[src/sv/bmp_pkg.sv]
// Shared types, constants and codes for the BMP pixel stream decoder.
package bmp_pkg;

    // Default image size limits.
    localparam int MAX_WIDTH  = 2048;
    localparam int MAX_HEIGHT = 2048;

    // Header layout.
    localparam int HEADER_BYTES = 54;
    localparam int HDR_IDX_W    = $clog2(HEADER_BYTES);

    localparam logic [HDR_IDX_W-1:0] HDR_LAST       = HDR_IDX_W'(HEADER_BYTES - 1);
    localparam logic [HDR_IDX_W-1:0] HDR_MAGIC0_OFS = HDR_IDX_W'(0);
    localparam logic [HDR_IDX_W-1:0] HDR_MAGIC1_OFS = HDR_IDX_W'(1);
    localparam logic [HDR_IDX_W-1:0] HDR_WIDTH_OFS  = HDR_IDX_W'(8'h12);
    localparam logic [HDR_IDX_W-1:0] HDR_HEIGHT_OFS = HDR_IDX_W'(8'h16);
    localparam logic [HDR_IDX_W-1:0] HDR_BPP_OFS    = HDR_IDX_W'(8'h1C);

    localparam logic [7:0] MAGIC0 = 8'h42;
    localparam logic [7:0] MAGIC1 = 8'h4D;

    localparam logic [15:0] BPP_24 = 16'd24;
    localparam logic [15:0] BPP_32 = 16'd32;

    // Configuration port.
    localparam int ORIGIN_W    = 11;
    localparam int CFG_INDEX_W = 1;
    localparam int CFG_DATA_W  = ORIGIN_W;

    localparam logic [ORIGIN_W-1:0] ORIGIN_X_RESET = ORIGIN_W'(100);
    localparam logic [ORIGIN_W-1:0] ORIGIN_Y_RESET = ORIGIN_W'(15);

    typedef enum logic [CFG_INDEX_W-1:0] {
        REG_ORIGIN_X = 1'b0,
        REG_ORIGIN_Y = 1'b1
    } cfg_reg_t;

    typedef enum logic [1:0] {
        PH_HEADER = 2'd0,
        PH_PIXEL  = 2'd1,
        PH_PAD    = 2'd2,
        PH_IDLE   = 2'd3
    } phase_t;

    typedef enum logic [1:0] {
        KIND_PIXEL       = 2'd0,
        KIND_NOT_BMP     = 2'd1,
        KIND_UNSUPPORTED = 2'd2
    } result_kind_t;

    typedef struct packed {
        logic [7:0] file_byte;
        logic       file_start;
    } in_word_t;

    typedef struct packed {
        result_kind_t result_kind;
        logic [11:0]  pixel_x;
        logic [11:0]  pixel_y;
        logic [31:0]  pixel_color;
    } out_word_t;

endpackage

[src/sv/bmp_pixel_stream_decoder_core.sv]
// Top level of the BMP pixel stream decoder: input, origin, parser and result registers.
//
// The decoder takes a BMP file as a stream of bytes, one byte per word, and emits one result
// word per completed pixel of a 24 or 32 bit-per-pixel image, carrying its screen coordinate
// (origin plus column index, origin plus row index counted from the top row) and its color
// as A<<24 | R<<16 | G<<8 | B, with alpha zero for 24-bit images. A word with file_start set
// restarts the parse at header byte zero; without it, the stream after reset is parsed as a
// file. A bad "BM" magic yields one not-a-BMP result, and a depth other than 24 or 32 or a size
// beyond MAX_WIDTH by MAX_HEIGHT yields one unsupported result; after either, and after the
// last byte of the top row, bytes are ignored until the next file_start. The block takes
// one byte every clock cycle while the result register is free or being emptied. Each byte
// is held in the input register, and the single state update of the parser that processes
// it writes the result register. A byte waits in the input register only while the result
// register holds a word that the consumer has not taken.
// Origin registers are written through the cfg port and should change only while no file is
// being decoded.
module bmp_pixel_stream_decoder_core #(
    parameter int MAX_WIDTH  = bmp_pkg::MAX_WIDTH,
    parameter int MAX_HEIGHT = bmp_pkg::MAX_HEIGHT
) (
    input  logic                            aclk,
    input  logic                            aresetn,
    input  logic                            s_valid,
    output logic                            s_ready,
    input  bmp_pkg::in_word_t               s_data,
    output logic                            m_valid,
    input  logic                            m_ready,
    output bmp_pkg::out_word_t              m_data,
    input  logic                            cfg_we,
    input  logic [bmp_pkg::CFG_INDEX_W-1:0] cfg_index,
    input  logic [bmp_pkg::CFG_DATA_W-1:0]  cfg_wdata
);

    logic                         in_valid_reg, in_valid_next;
    bmp_pkg::in_word_t            in_data_reg;
    logic [bmp_pkg::ORIGIN_W-1:0] origin_x_reg, origin_x_next;
    logic [bmp_pkg::ORIGIN_W-1:0] origin_y_reg, origin_y_next;

    logic               in_fire;
    logic               step;
    logic               res_valid;
    bmp_pkg::out_word_t res_word;

    // The held byte is processed whenever the result register is free or being emptied.
    assign step    = in_valid_reg && (!m_valid || m_ready);
    assign s_ready = !in_valid_reg || step;
    assign in_fire = s_valid && s_ready;

    always_comb begin
        in_valid_next = in_valid_reg;
        if (in_fire) begin
            in_valid_next = 1'b1;
        end else if (step) begin
            in_valid_next = 1'b0;
        end
    end

    always_ff @(posedge aclk) begin
        if (!aresetn) begin
            in_valid_reg <= 1'b0;
        end else begin
            in_valid_reg <= in_valid_next;
        end
    end

    always_ff @(posedge aclk) begin
        if (in_fire) begin
            in_data_reg <= s_data;
        end
    end

    // Origin registers; an index outside the register list changes nothing.
    always_comb begin
        origin_x_next = origin_x_reg;
        origin_y_next = origin_y_reg;
        if (cfg_we) begin
            case (cfg_index)
                bmp_pkg::REG_ORIGIN_X: origin_x_next = cfg_wdata;
                bmp_pkg::REG_ORIGIN_Y: origin_y_next = cfg_wdata;
                default: begin
                end
            endcase
        end
    end

    always_ff @(posedge aclk) begin
        if (!aresetn) begin
            origin_x_reg <= bmp_pkg::ORIGIN_X_RESET;
            origin_y_reg <= bmp_pkg::ORIGIN_Y_RESET;
        end else begin
            origin_x_reg <= origin_x_next;
            origin_y_reg <= origin_y_next;
        end
    end

    bmp_parse #(
        .MAX_WIDTH (MAX_WIDTH),
        .MAX_HEIGHT(MAX_HEIGHT)
    ) u_parse (
        .aclk     (aclk),
        .aresetn  (aresetn),
        .step     (step),
        .in_word  (in_data_reg),
        .origin_x (origin_x_reg),
        .origin_y (origin_y_reg),
        .res_valid(res_valid),
        .res_word (res_word)
    );

    bmp_out_stage u_out (
        .aclk     (aclk),
        .aresetn  (aresetn),
        .load     (step && res_valid),
        .load_word(res_word),
        .m_ready  (m_ready),
        .m_valid  (m_valid),
        .m_data   (m_data)
    );

endmodule

[src/sv/bmp_parse.sv]
// Header parser and pixel assembler: one byte of state update per step.
module bmp_parse #(
    parameter int MAX_WIDTH  = bmp_pkg::MAX_WIDTH,
    parameter int MAX_HEIGHT = bmp_pkg::MAX_HEIGHT
) (
    input  logic                         aclk,
    input  logic                         aresetn,
    input  logic                         step,
    input  bmp_pkg::in_word_t            in_word,
    input  logic [bmp_pkg::ORIGIN_W-1:0] origin_x,
    input  logic [bmp_pkg::ORIGIN_W-1:0] origin_y,
    output logic                         res_valid,
    output bmp_pkg::out_word_t           res_word
);

    localparam int CW = (MAX_WIDTH > 1) ? $clog2(MAX_WIDTH) : 1;
    localparam int RW = (MAX_HEIGHT > 1) ? $clog2(MAX_HEIGHT) : 1;
    localparam int IW = bmp_pkg::HDR_IDX_W;

    bmp_pkg::phase_t phase_reg, phase_next;
    logic [IW-1:0]   hdr_idx_reg, hdr_idx_next;
    logic [31:0]     width_reg, width_next;
    logic [31:0]     height_reg, height_next;
    logic [15:0]     bpp_reg, bpp_next;
    logic            bad0_reg, bad0_next;
    logic [CW-1:0]   col_reg, col_next;
    logic [RW-1:0]   row_reg, row_next;
    logic [1:0]      pos_reg, pos_next;
    logic [23:0]     partial_reg, partial_next;
    logic [1:0]      pad_reg, pad_next;

    bmp_pkg::phase_t ph;
    logic [IW-1:0]   idx;
    logic [IW-1:0]   ofs;
    logic [7:0]      b;
    logic            bad_eff;
    logic            last_byte;
    logic [23:0]     partial_new;
    logic [7:0]      alpha;
    logic [CW:0]     col_inc;
    logic            do_next_row;

    always_ff @(posedge aclk) begin
        if (!aresetn) begin
            phase_reg   <= bmp_pkg::PH_HEADER;
            hdr_idx_reg <= '0;
            width_reg   <= '0;
            height_reg  <= '0;
            bpp_reg     <= '0;
            bad0_reg    <= 1'b0;
            col_reg     <= '0;
            row_reg     <= '0;
            pos_reg     <= '0;
            partial_reg <= '0;
            pad_reg     <= '0;
        end else begin
            phase_reg   <= phase_next;
            hdr_idx_reg <= hdr_idx_next;
            width_reg   <= width_next;
            height_reg  <= height_next;
            bpp_reg     <= bpp_next;
            bad0_reg    <= bad0_next;
            col_reg     <= col_next;
            row_reg     <= row_next;
            pos_reg     <= pos_next;
            partial_reg <= partial_next;
            pad_reg     <= pad_next;
        end
    end

    always_comb begin
        // A start mark restarts the parse at header byte zero.
        ph  = in_word.file_start ? bmp_pkg::PH_HEADER : phase_reg;
        idx = in_word.file_start ? '0 : hdr_idx_reg;
        b   = in_word.file_byte;
        ofs = '0;

        bad_eff     = (idx == bmp_pkg::HDR_MAGIC0_OFS) ? (b != bmp_pkg::MAGIC0) : bad0_reg;
        last_byte   = 1'b0;
        partial_new = partial_reg;
        alpha       = '0;
        col_inc     = {1'b0, col_reg} + (CW+1)'(1);
        do_next_row = 1'b0;

        phase_next   = phase_reg;
        hdr_idx_next = hdr_idx_reg;
        width_next   = width_reg;
        height_next  = height_reg;
        bpp_next     = bpp_reg;
        bad0_next    = bad0_reg;
        col_next     = col_reg;
        row_next     = row_reg;
        pos_next     = pos_reg;
        partial_next = partial_reg;
        pad_next     = pad_reg;

        res_valid = 1'b0;
        res_word  = '0;

        if (step) begin
            phase_next   = ph;
            hdr_idx_next = idx;
            case (ph)
                bmp_pkg::PH_HEADER: begin
                    if (idx == bmp_pkg::HDR_MAGIC0_OFS) begin
                        bad0_next = bad_eff;
                    end
                    // Each size byte is written once per parse, least significant first.
                    if (idx inside {[bmp_pkg::HDR_WIDTH_OFS:bmp_pkg::HDR_WIDTH_OFS + 3]}) begin
                        ofs = idx - bmp_pkg::HDR_WIDTH_OFS;
                        width_next[{ofs[1:0], 3'b000} +: 8] = b;
                    end
                    if (idx inside {[bmp_pkg::HDR_HEIGHT_OFS:bmp_pkg::HDR_HEIGHT_OFS + 3]}) begin
                        ofs = idx - bmp_pkg::HDR_HEIGHT_OFS;
                        height_next[{ofs[1:0], 3'b000} +: 8] = b;
                    end
                    if (idx inside {[bmp_pkg::HDR_BPP_OFS:bmp_pkg::HDR_BPP_OFS + 1]}) begin
                        ofs = idx - bmp_pkg::HDR_BPP_OFS;
                        bpp_next[{ofs[0], 3'b000} +: 8] = b;
                    end
                    last_byte = (idx == bmp_pkg::HDR_LAST);

                    if (idx == bmp_pkg::HDR_MAGIC1_OFS && (bad_eff || b != bmp_pkg::MAGIC1)) begin
                        phase_next           = bmp_pkg::PH_IDLE;
                        res_valid            = 1'b1;
                        res_word.result_kind = bmp_pkg::KIND_NOT_BMP;
                    end else if (!last_byte) begin
                        hdr_idx_next = idx + IW'(1);
                    end else if ((bpp_reg != bmp_pkg::BPP_24 && bpp_reg != bmp_pkg::BPP_32)
                                 || width_reg > 32'(MAX_WIDTH)
                                 || height_reg > 32'(MAX_HEIGHT)) begin
                        phase_next           = bmp_pkg::PH_IDLE;
                        res_valid            = 1'b1;
                        res_word.result_kind = bmp_pkg::KIND_UNSUPPORTED;
                    end else if (width_reg == '0 || height_reg == '0) begin
                        phase_next = bmp_pkg::PH_IDLE;
                    end else begin
                        phase_next   = bmp_pkg::PH_PIXEL;
                        row_next     = RW'(height_reg - 32'd1);
                        col_next     = '0;
                        pos_next     = '0;
                        partial_next = '0;
                    end
                end

                bmp_pkg::PH_PIXEL: begin
                    if (pos_reg == 2'd3) begin
                        alpha = b;
                    end else begin
                        partial_new[{pos_reg, 3'b000} +: 8] = b;
                    end
                    if ((bpp_reg == bmp_pkg::BPP_32) ? (pos_reg != 2'd3) : (pos_reg != 2'd2)) begin
                        pos_next     = pos_reg + 2'd1;
                        partial_next = partial_new;
                    end else begin
                        res_valid            = 1'b1;
                        res_word.result_kind = bmp_pkg::KIND_PIXEL;
                        res_word.pixel_x     = {1'b0, origin_x} + 12'(col_reg);
                        res_word.pixel_y     = {1'b0, origin_y} + 12'(row_reg);
                        res_word.pixel_color = {alpha, partial_new};
                        pos_next             = '0;
                        partial_next         = '0;
                        if (32'(col_inc) >= width_reg) begin
                            // 24-bit rows pad to four bytes: pad count is width mod 4.
                            if (bpp_reg != bmp_pkg::BPP_32 && width_reg[1:0] != 2'd0) begin
                                pad_next   = width_reg[1:0];
                                phase_next = bmp_pkg::PH_PAD;
                            end else begin
                                do_next_row = 1'b1;
                            end
                        end else begin
                            col_next = col_inc[CW-1:0];
                        end
                    end
                end

                bmp_pkg::PH_PAD: begin
                    pad_next = pad_reg - 2'd1;
                    if (pad_reg == 2'd1) begin
                        do_next_row = 1'b1;
                    end
                end

                default: begin
                end
            endcase

            if (do_next_row) begin
                if (row_reg == '0) begin
                    phase_next = bmp_pkg::PH_IDLE;
                end else begin
                    row_next   = row_reg - RW'(1);
                    col_next   = '0;
                    phase_next = bmp_pkg::PH_PIXEL;
                end
            end
        end
    end

endmodule

[src/sv/bmp_out_stage.sv]
// Result register with valid/ready handshake toward the consumer.
module bmp_out_stage (
    input  logic               aclk,
    input  logic               aresetn,
    input  logic               load,
    input  bmp_pkg::out_word_t load_word,
    input  logic               m_ready,
    output logic               m_valid,
    output bmp_pkg::out_word_t m_data
);

    logic               valid_reg, valid_next;
    bmp_pkg::out_word_t data_reg;

    always_comb begin
        valid_next = valid_reg;
        if (load) begin
            valid_next = 1'b1;
        end else if (m_ready) begin
            valid_next = 1'b0;
        end
    end

    always_ff @(posedge aclk) begin
        if (!aresetn) begin
            valid_reg <= 1'b0;
        end else begin
            valid_reg <= valid_next;
        end
    end

    always_ff @(posedge aclk) begin
        if (load) begin
            data_reg <= load_word;
        end
    end

    assign m_valid = valid_reg;
    assign m_data  = data_reg;

endmodule

[config.mk]
export PLATFORM = sky130hd
export DESIGN_NAME = bmp_pixel_stream_decoder_core
export DESIGN_NICKNAME = d
export VERILOG_FILES = /design/src/sv/bmp_pkg.sv /design/src/sv/bmp_pixel_stream_decoder_core.sv /design/src/sv/bmp_parse.sv /design/src/sv/bmp_out_stage.sv
export SDC_FILE = /design/constraint.sdc
export NUM_CORES = 1
export LEC_CHECK = 0
export ABC_AREA = 1
export BUFFER_PORTS_ARGS = -buffer_cell sky130_fd_sc_hd__buf_2
export CAP_MARGIN = 30
export CORE_MARGIN = 2
export CORE_UTILIZATION = 45
export DETAILED_ROUTE_END_ITERATION = 8
export SYNTH_ARGS = -nofsm -noshare
export SYNTH_HDL_FRONTEND = slang
export SYNTH_SLANG_ARGS = --single-unit
[constraint.sdc]
create_clock -name aclk -period 8.8 [get_ports aclk]
set_input_delay 1.32 -clock aclk [delete_from_list [all_inputs] [get_ports aclk]]
set_output_delay 1.32 -clock aclk [all_outputs]
set_load 0.01 [all_outputs]
==> results of run 1 <==
-- per-layer routing --
metal,GRT usage,up-vias,share of wire
li1,-,5534,-
met1,0.3032,4916,0.48
met2,0.3443,245,0.45
met3,0.03110,56,0.048
met4,0.06280,0,0.029
met5,0,-,0
-- area by class of cell --
cell class                      count  share of cell area
Multi-Input combinational cell   1131              0.4316
Timing Repair Buffer               91             0.03526
Clock inverter                     13            0.006304
Sequential cell                   230              0.3852
Clock buffer                       35             0.05299
Tap cell                          341             0.03115
Inverter                          210             0.05756
-- cells by family (layout without fill, tap and decap cells) --
| kind of cell | after synthesis | count (layout) | share of synthesized area |
|---|---|---|---|
| adders and majority gates | 55 | 55 | 0.05731 |
| DFF | 230 | 230 | 0.4299 |
| AOI/OAI and AO/OA | 363 | 363 | 0.1678 |
| buffers and inverters | 273 | 349 | 0.08831 |
| and+or+nand+nor | 684 | 684 | 0.2360 |
| xor gates and xnor gates | 29 | 29 | 0.02070 |
-- worst paths after layout --
check	end	slack [ps]	cells after the start
setup reg to reg	u_out.m_data[48]	4850	12
hold reg to reg	u_parse.width_reg[26]	460	2
setup / recovery	u_out.m_data[48]	4850	12
hold / removal	u_parse.width_reg[26]	460	2
-- where the power goes --
| part | switching [mW] | total (mW) | internal, mW |
|---|---|---|---|
| clock | 0.431 | 1.03 | 0.604 |
| combinational | 0.113 | 0.157 | 0.0430 |
| sequential | 0.0126 | 1.12 | 1.10 |
-- critical path, stage by stage (launching register included) --
cell	delay, ps
edfxtp_1	430
nor2_1	130
buf_4	270
ha_1	190
inv_1	100
nor3_1	200
inv_1	100
nor3_2	640
a21oi_1	180
o21ai_0	190
nand3_1	130
inv_2	520
buf_4	470
-- through the flow --
stage               std cells    util  setup slack, ps  instance area (µm²)
CTS                      2051  0.5096             4851                13700
detailed placement       2003  0.4794             4569                12880
global route             2051  0.5096             4459                13700
global placement         2002  0.4786             4662                12860
finish                   2051  0.5096             4849                13700
floorplan                1634       -             4836                12270
-- layout by cell type, fill, tap and decap left out, types with 7 or more instances in the layout --
cell and n:
a21oi_1 142, a21oi_2 21, inv_1 200, o211ai_1 12, nor3_1 32, buf_2 85
nand2_2 7, edfxtp_1 67, nand2_1 284, ha_1 53, a211oi_1 9, inv_2 8
o21a_1 7, o22ai_1 25, o21ai_0 98, clkinv_1 7, nand3_1 88, xor2_1 24
dfxtp_1 163, o21ai_1 31, nor2_1 228, clkbuf_16 27, nand4_1 23
==> impl_results.md, run 1 <==
* Yosys cell types at 47
* Final #Nets at 1771
* CP Data Required Time at 8980 ps
* Clk slew on worst S/H paths at 60 ps
* Slew @ Worst Pin at 1055 ps
* Sequential share of the synthesized area at 0.4299
* Initial antenna violation count at 0
* Most used DFF post-synth: dfxtp_1
* GRT overflow at 0
* Setup Skew at 15.45 ps
* Vias at 10750
* Share of layout cells above drive strength 1 at 0.1070
* # DRC at 0
* # Post-CTS Setup Buffers at 0
* Critical path launch point: in_data_reg[0]
* Synth area leader: dfxtp_1
* Largest cells by area after synthesis: dfxtp_1 27%, edfxtp_1 16%, nand2_1 8.7%, nor2_1 7.0%, inv_1 6.1%
* # fillers at 2631
* Max-slew violation count at 0
* WS Path Type: flip-flop to flip-flop
* Clk sinks at 230
* Core ar. at 0.02688 mm²
* Routed WL at 31.01 mm
* Die H at 169.1 µm
* First-pass GRT wire length at 50.55 mm
* Fin. Hold Viols at 0
* Clk_lat worst skew at 530 ps
* Status: complete, no violations
* Post_cts resized at 0
* # IOs at 86
* Slew margin rel. at 0.2970
* Routability cong. at 0.8821
* Worst Hold Launch: u_parse.width_reg[26]
* Total Routing Usage GR at 0.2154
* Vias in the first global route at 9903
* Number of flops mapped to enable cells by yosys at 67
* Most frequent cells after synthesis: 284 x nand2_1, 228 x nor2_1, 201 x inv_1
* Mean area per synthesized cell at 7.509 µm²
* Crit end category: flip-flop
* Post-Route Setup TNS at 0 ps
* CTS max path bufs at 3
* Mapped Area at 0.01227 mm²
* Initial Utilization at 0.4565
* Pwr Total at 2.307 mW
* Top-count cell post-synth: nand2_1
* Vias per cell at 5.242
* Initial DRC Count at 873
* Row count at 60
* Worst Path Max Fanout at 30
* Clock buffer count from CTS at 26
* Startpoint types: flip-flop
* Area of the multi-input gates at 0.005911 mm²
* PwrDens at 168.4 mW/mm²
* Synth top area share at 0.2660
* IO buf count at 85
* Final ANT Viol Nets at 0
* Leakage power at 6.039 nW
* Max Clk Rate at 0.2531 GHz
* Die W at 169.1 µm
* # diodes at 0
* Worst EP arrival at 4130 ps
* Final min period at 3951 ps
* Pin count of the biggest net entering global routing at 110
* CTS Hold Buffers Added at 0
* Net count after synthesis at 1715
* VDD IR-drop max at 127.4 µV
* Hold Crit Class: flip-flop to flip-flop
* Die area at 0.02860 mm²
* Hold_ws at 457.4 ps
* Clock Tree Root: clkbuf_16
* Drt wl/cell at 15.12 µm
* Final setup fails at 0
* Max reg flops at 58
* Period utilisation layout at 0.4489
* Synth async-reset ratio at 0
* Worst r2r src: in_data_reg[0]
* HPWL after DPL at 21.86 mm
* H-Tree Level Count at 1
* CTS tree: built
* Register Area at 0.005275 mm²
* RSZ-0062 raised after global routing: no
* Post-Syn Instances at 1634
* Area grow syn2layout at 11.63%
* Syn. warnings at 0
* #FFs+latches synth at 230
* Max-cap check violation count at 0
* DRT Pass-1 Iters at 5
Power figures use the tool's default switching activity.
==> run 2: changes to the inputs <==
clock period = 3.25 ns   (was 8.8 ns; I/O delays follow)
==> impl_results.md, run 2 (synthesis results as in run 1) <==
* Status: complete, no violations
* Row count at 60
* Leakage power at 6.226 nW
* Post-route worst setup slack at 337.8 ps
* Pin count of the biggest net entering global routing at 59
* # IOs at 86
* # DRC at 0
* Final setup fails at 0
* Setup Skew at 20.66 ps
* Critical path's slowest cell: dfxtp_1
* Setup WS pre-CTS at 179.9 ps
* Final min period at 2912 ps
* # diodes at 0
* Clock buffer count from CTS at 26
* Slew @ Worst Pin at 854.7 ps
* Critical path cell sequence: inv_1 > nor3_2 > nand2_1 > xor2_1 > ha_1 > nand2_1 > nor2_1 > and2_1 > nand2_1 > nand2_1 > inv_1 > nand2_1 > nand3_1 > o21ai_4 > nand3_2 > buf_4 > nand2_1 > nand3_1 > nand2_1 > inv_1
* Fin. Hold Viols at 0
* Finished Layout Cells at 2078
* CTS max path bufs at 3
* Hold Crit Class: primary input to flip-flop
* Die W at 169.1 µm
* Initial DRC Count at 885
* Vias at 10800
* Core ar. at 0.02688 mm²
* Share of layout cells above drive strength 1 at 0.1295
* GRT overflow at 0
* Placed Instances at 2029
* CTS tree: built
* Most frequent cells in the layout: 284 x nand2_1, 226 x nor2_1, 200 x inv_1
* Worst r2r src: u_parse.col_reg[4]
* Final #Nets at 1798
* Critical Path Most Common Cell: nand2_1
* Routability cong. at 0.8855
* Max-cap check violation count at 0
* Max reg flops at 58
* Clk slew on worst S/H paths at 60 ps
* IO buf count at 85
* Critical Path Max Stage Delay at 400 ps
* Startpoint types: flip-flop
* Commonest non-fill, non-tap cell in the layout: nand2_1
* Worst Hold Launch: s_data[7]
* Die H at 169.1 µm
* Routed WL at 31.66 mm
* Final ANT Viol Nets at 0
* Clk sinks at 230
* Initial antenna violation count at 0
* PwrDens at 470.7 mW/mm²
* Vias in the first global route at 9944
* Critical path launch point: u_parse.col_reg[4]
* First-pass GRT wire length at 50.82 mm
* VDD IR-drop max at 360.3 µV
* H-Tree Level Count at 1
* Worst Path Max Fanout at 9
* R2R depth at 20
* Max Clk Rate at 0.3434 GHz
* Total Routing Usage GR at 0.2180
* Pwr Total at 6.620 mW
* R2r endpoint: u_parse.row_reg[0]
* Clock Tree Root: clkbuf_16
* Area grow syn2layout at 14.62%
* Reg2reg setup slack at 340 ps
* Worst EP arrival at 3350 ps
* Clk_lat worst skew at 540 ps
* DRT Pass-1 Iters at 7
* Drt wl/cell at 15.24 µm
* Worst setup path endpoint: u_parse.row_reg[0]
* Initial Utilization at 0.4565
* CP Data Required Time at 3690 ps
* Hold Crit Depth at 1
* HPWL after DPL at 22.45 mm
* Vias per cell at 5.198
* Die area at 0.02860 mm²
* # fillers at 2620
* Max-slew violation count at 0
* Slew margin rel. at 0.4294
* Crit end category: flip-flop
* Period utilisation layout at 0.8961
* WS Path Type: flip-flop to flip-flop
* CTS Hold Buffers Added at 0
## run 2: worst min-delay path by stage
stage | to | slack [ps]
2_1_floorplan | u_parse.width_reg[27] | 430
3_3_place_gp | u_parse.width_reg[26] | 450
3_5_place_dp | u_parse.width_reg[26] | 450
4_1_cts | in_data_reg[7] | 120
5_1_grt | in_data_reg[8] | 130
6_report | in_data_reg[7] | 130
## run 2: per-stage QoR
| stage | hold WS, ps | util | TNS, ps | cell area, µm² |
|---|---|---|---|---|
| after floorplan | 430.0 | - | 0 | 12280 |
| after global placement | 446.9 | 0.4872 | 0 | 13100 |
| after detailed placement | 447.1 | 0.4872 | 0 | 13100 |
| after CTS | 118.8 | 0.5220 | 0 | 14030 |
| after global routing | 129.1 | 0.5233 | -9.089 | 14060 |
| final | 132.6 | 0.5233 | 0 | 14060 |
## run 2: what timing repair did
item                       CTS  global route
buffers inserted             0             0
resized for setup            0             9
setup endpoints to repair    0            43
## run 2: layer usage
metal  global-route usage  wire length [µm]
met1               0.3112             15190
met2               0.3485             14120
met5                    0                 0
met4              0.05388               708
met3              0.03086              1644
## run 2: power breakdown
| group | internal [mW] | leakage (nW) | switching [mW] |
|---|---|---|---|
| Clock | 1.91 | 0.461 | 1.24 |
| Sequential | 2.99 | 2.07 | 0.0359 |
| Combinational | 0.127 | 3.69 | 0.317 |
| Total | 5.03 | 6.23 | 1.59 |
## run 2: layout make-up
cell class	count	area, µm²	share of cell area
clock buffers	38	819.5	0.05827
flip-flops and latches	230	5279	0.3754
well taps	341	426.7	0.03034
repair buffers	117	694.4	0.04938
inverters	210	792.0	0.05632
clock inverters	10	115.1	0.008185
multi-input cells	1132	5937	0.4222
## run 2: critical path: cells and delay by family, from the launching register on
family | cells | cell delay, ps
AOI/OAI and AO/OA | 1 | 170
xor gates and xnor gates | 1 | 200
adders and majority gates | 1 | 310
buffers and inverters | 4 | 390
DFF | 1 | 400
and+or+nand+nor | 13 | 1340
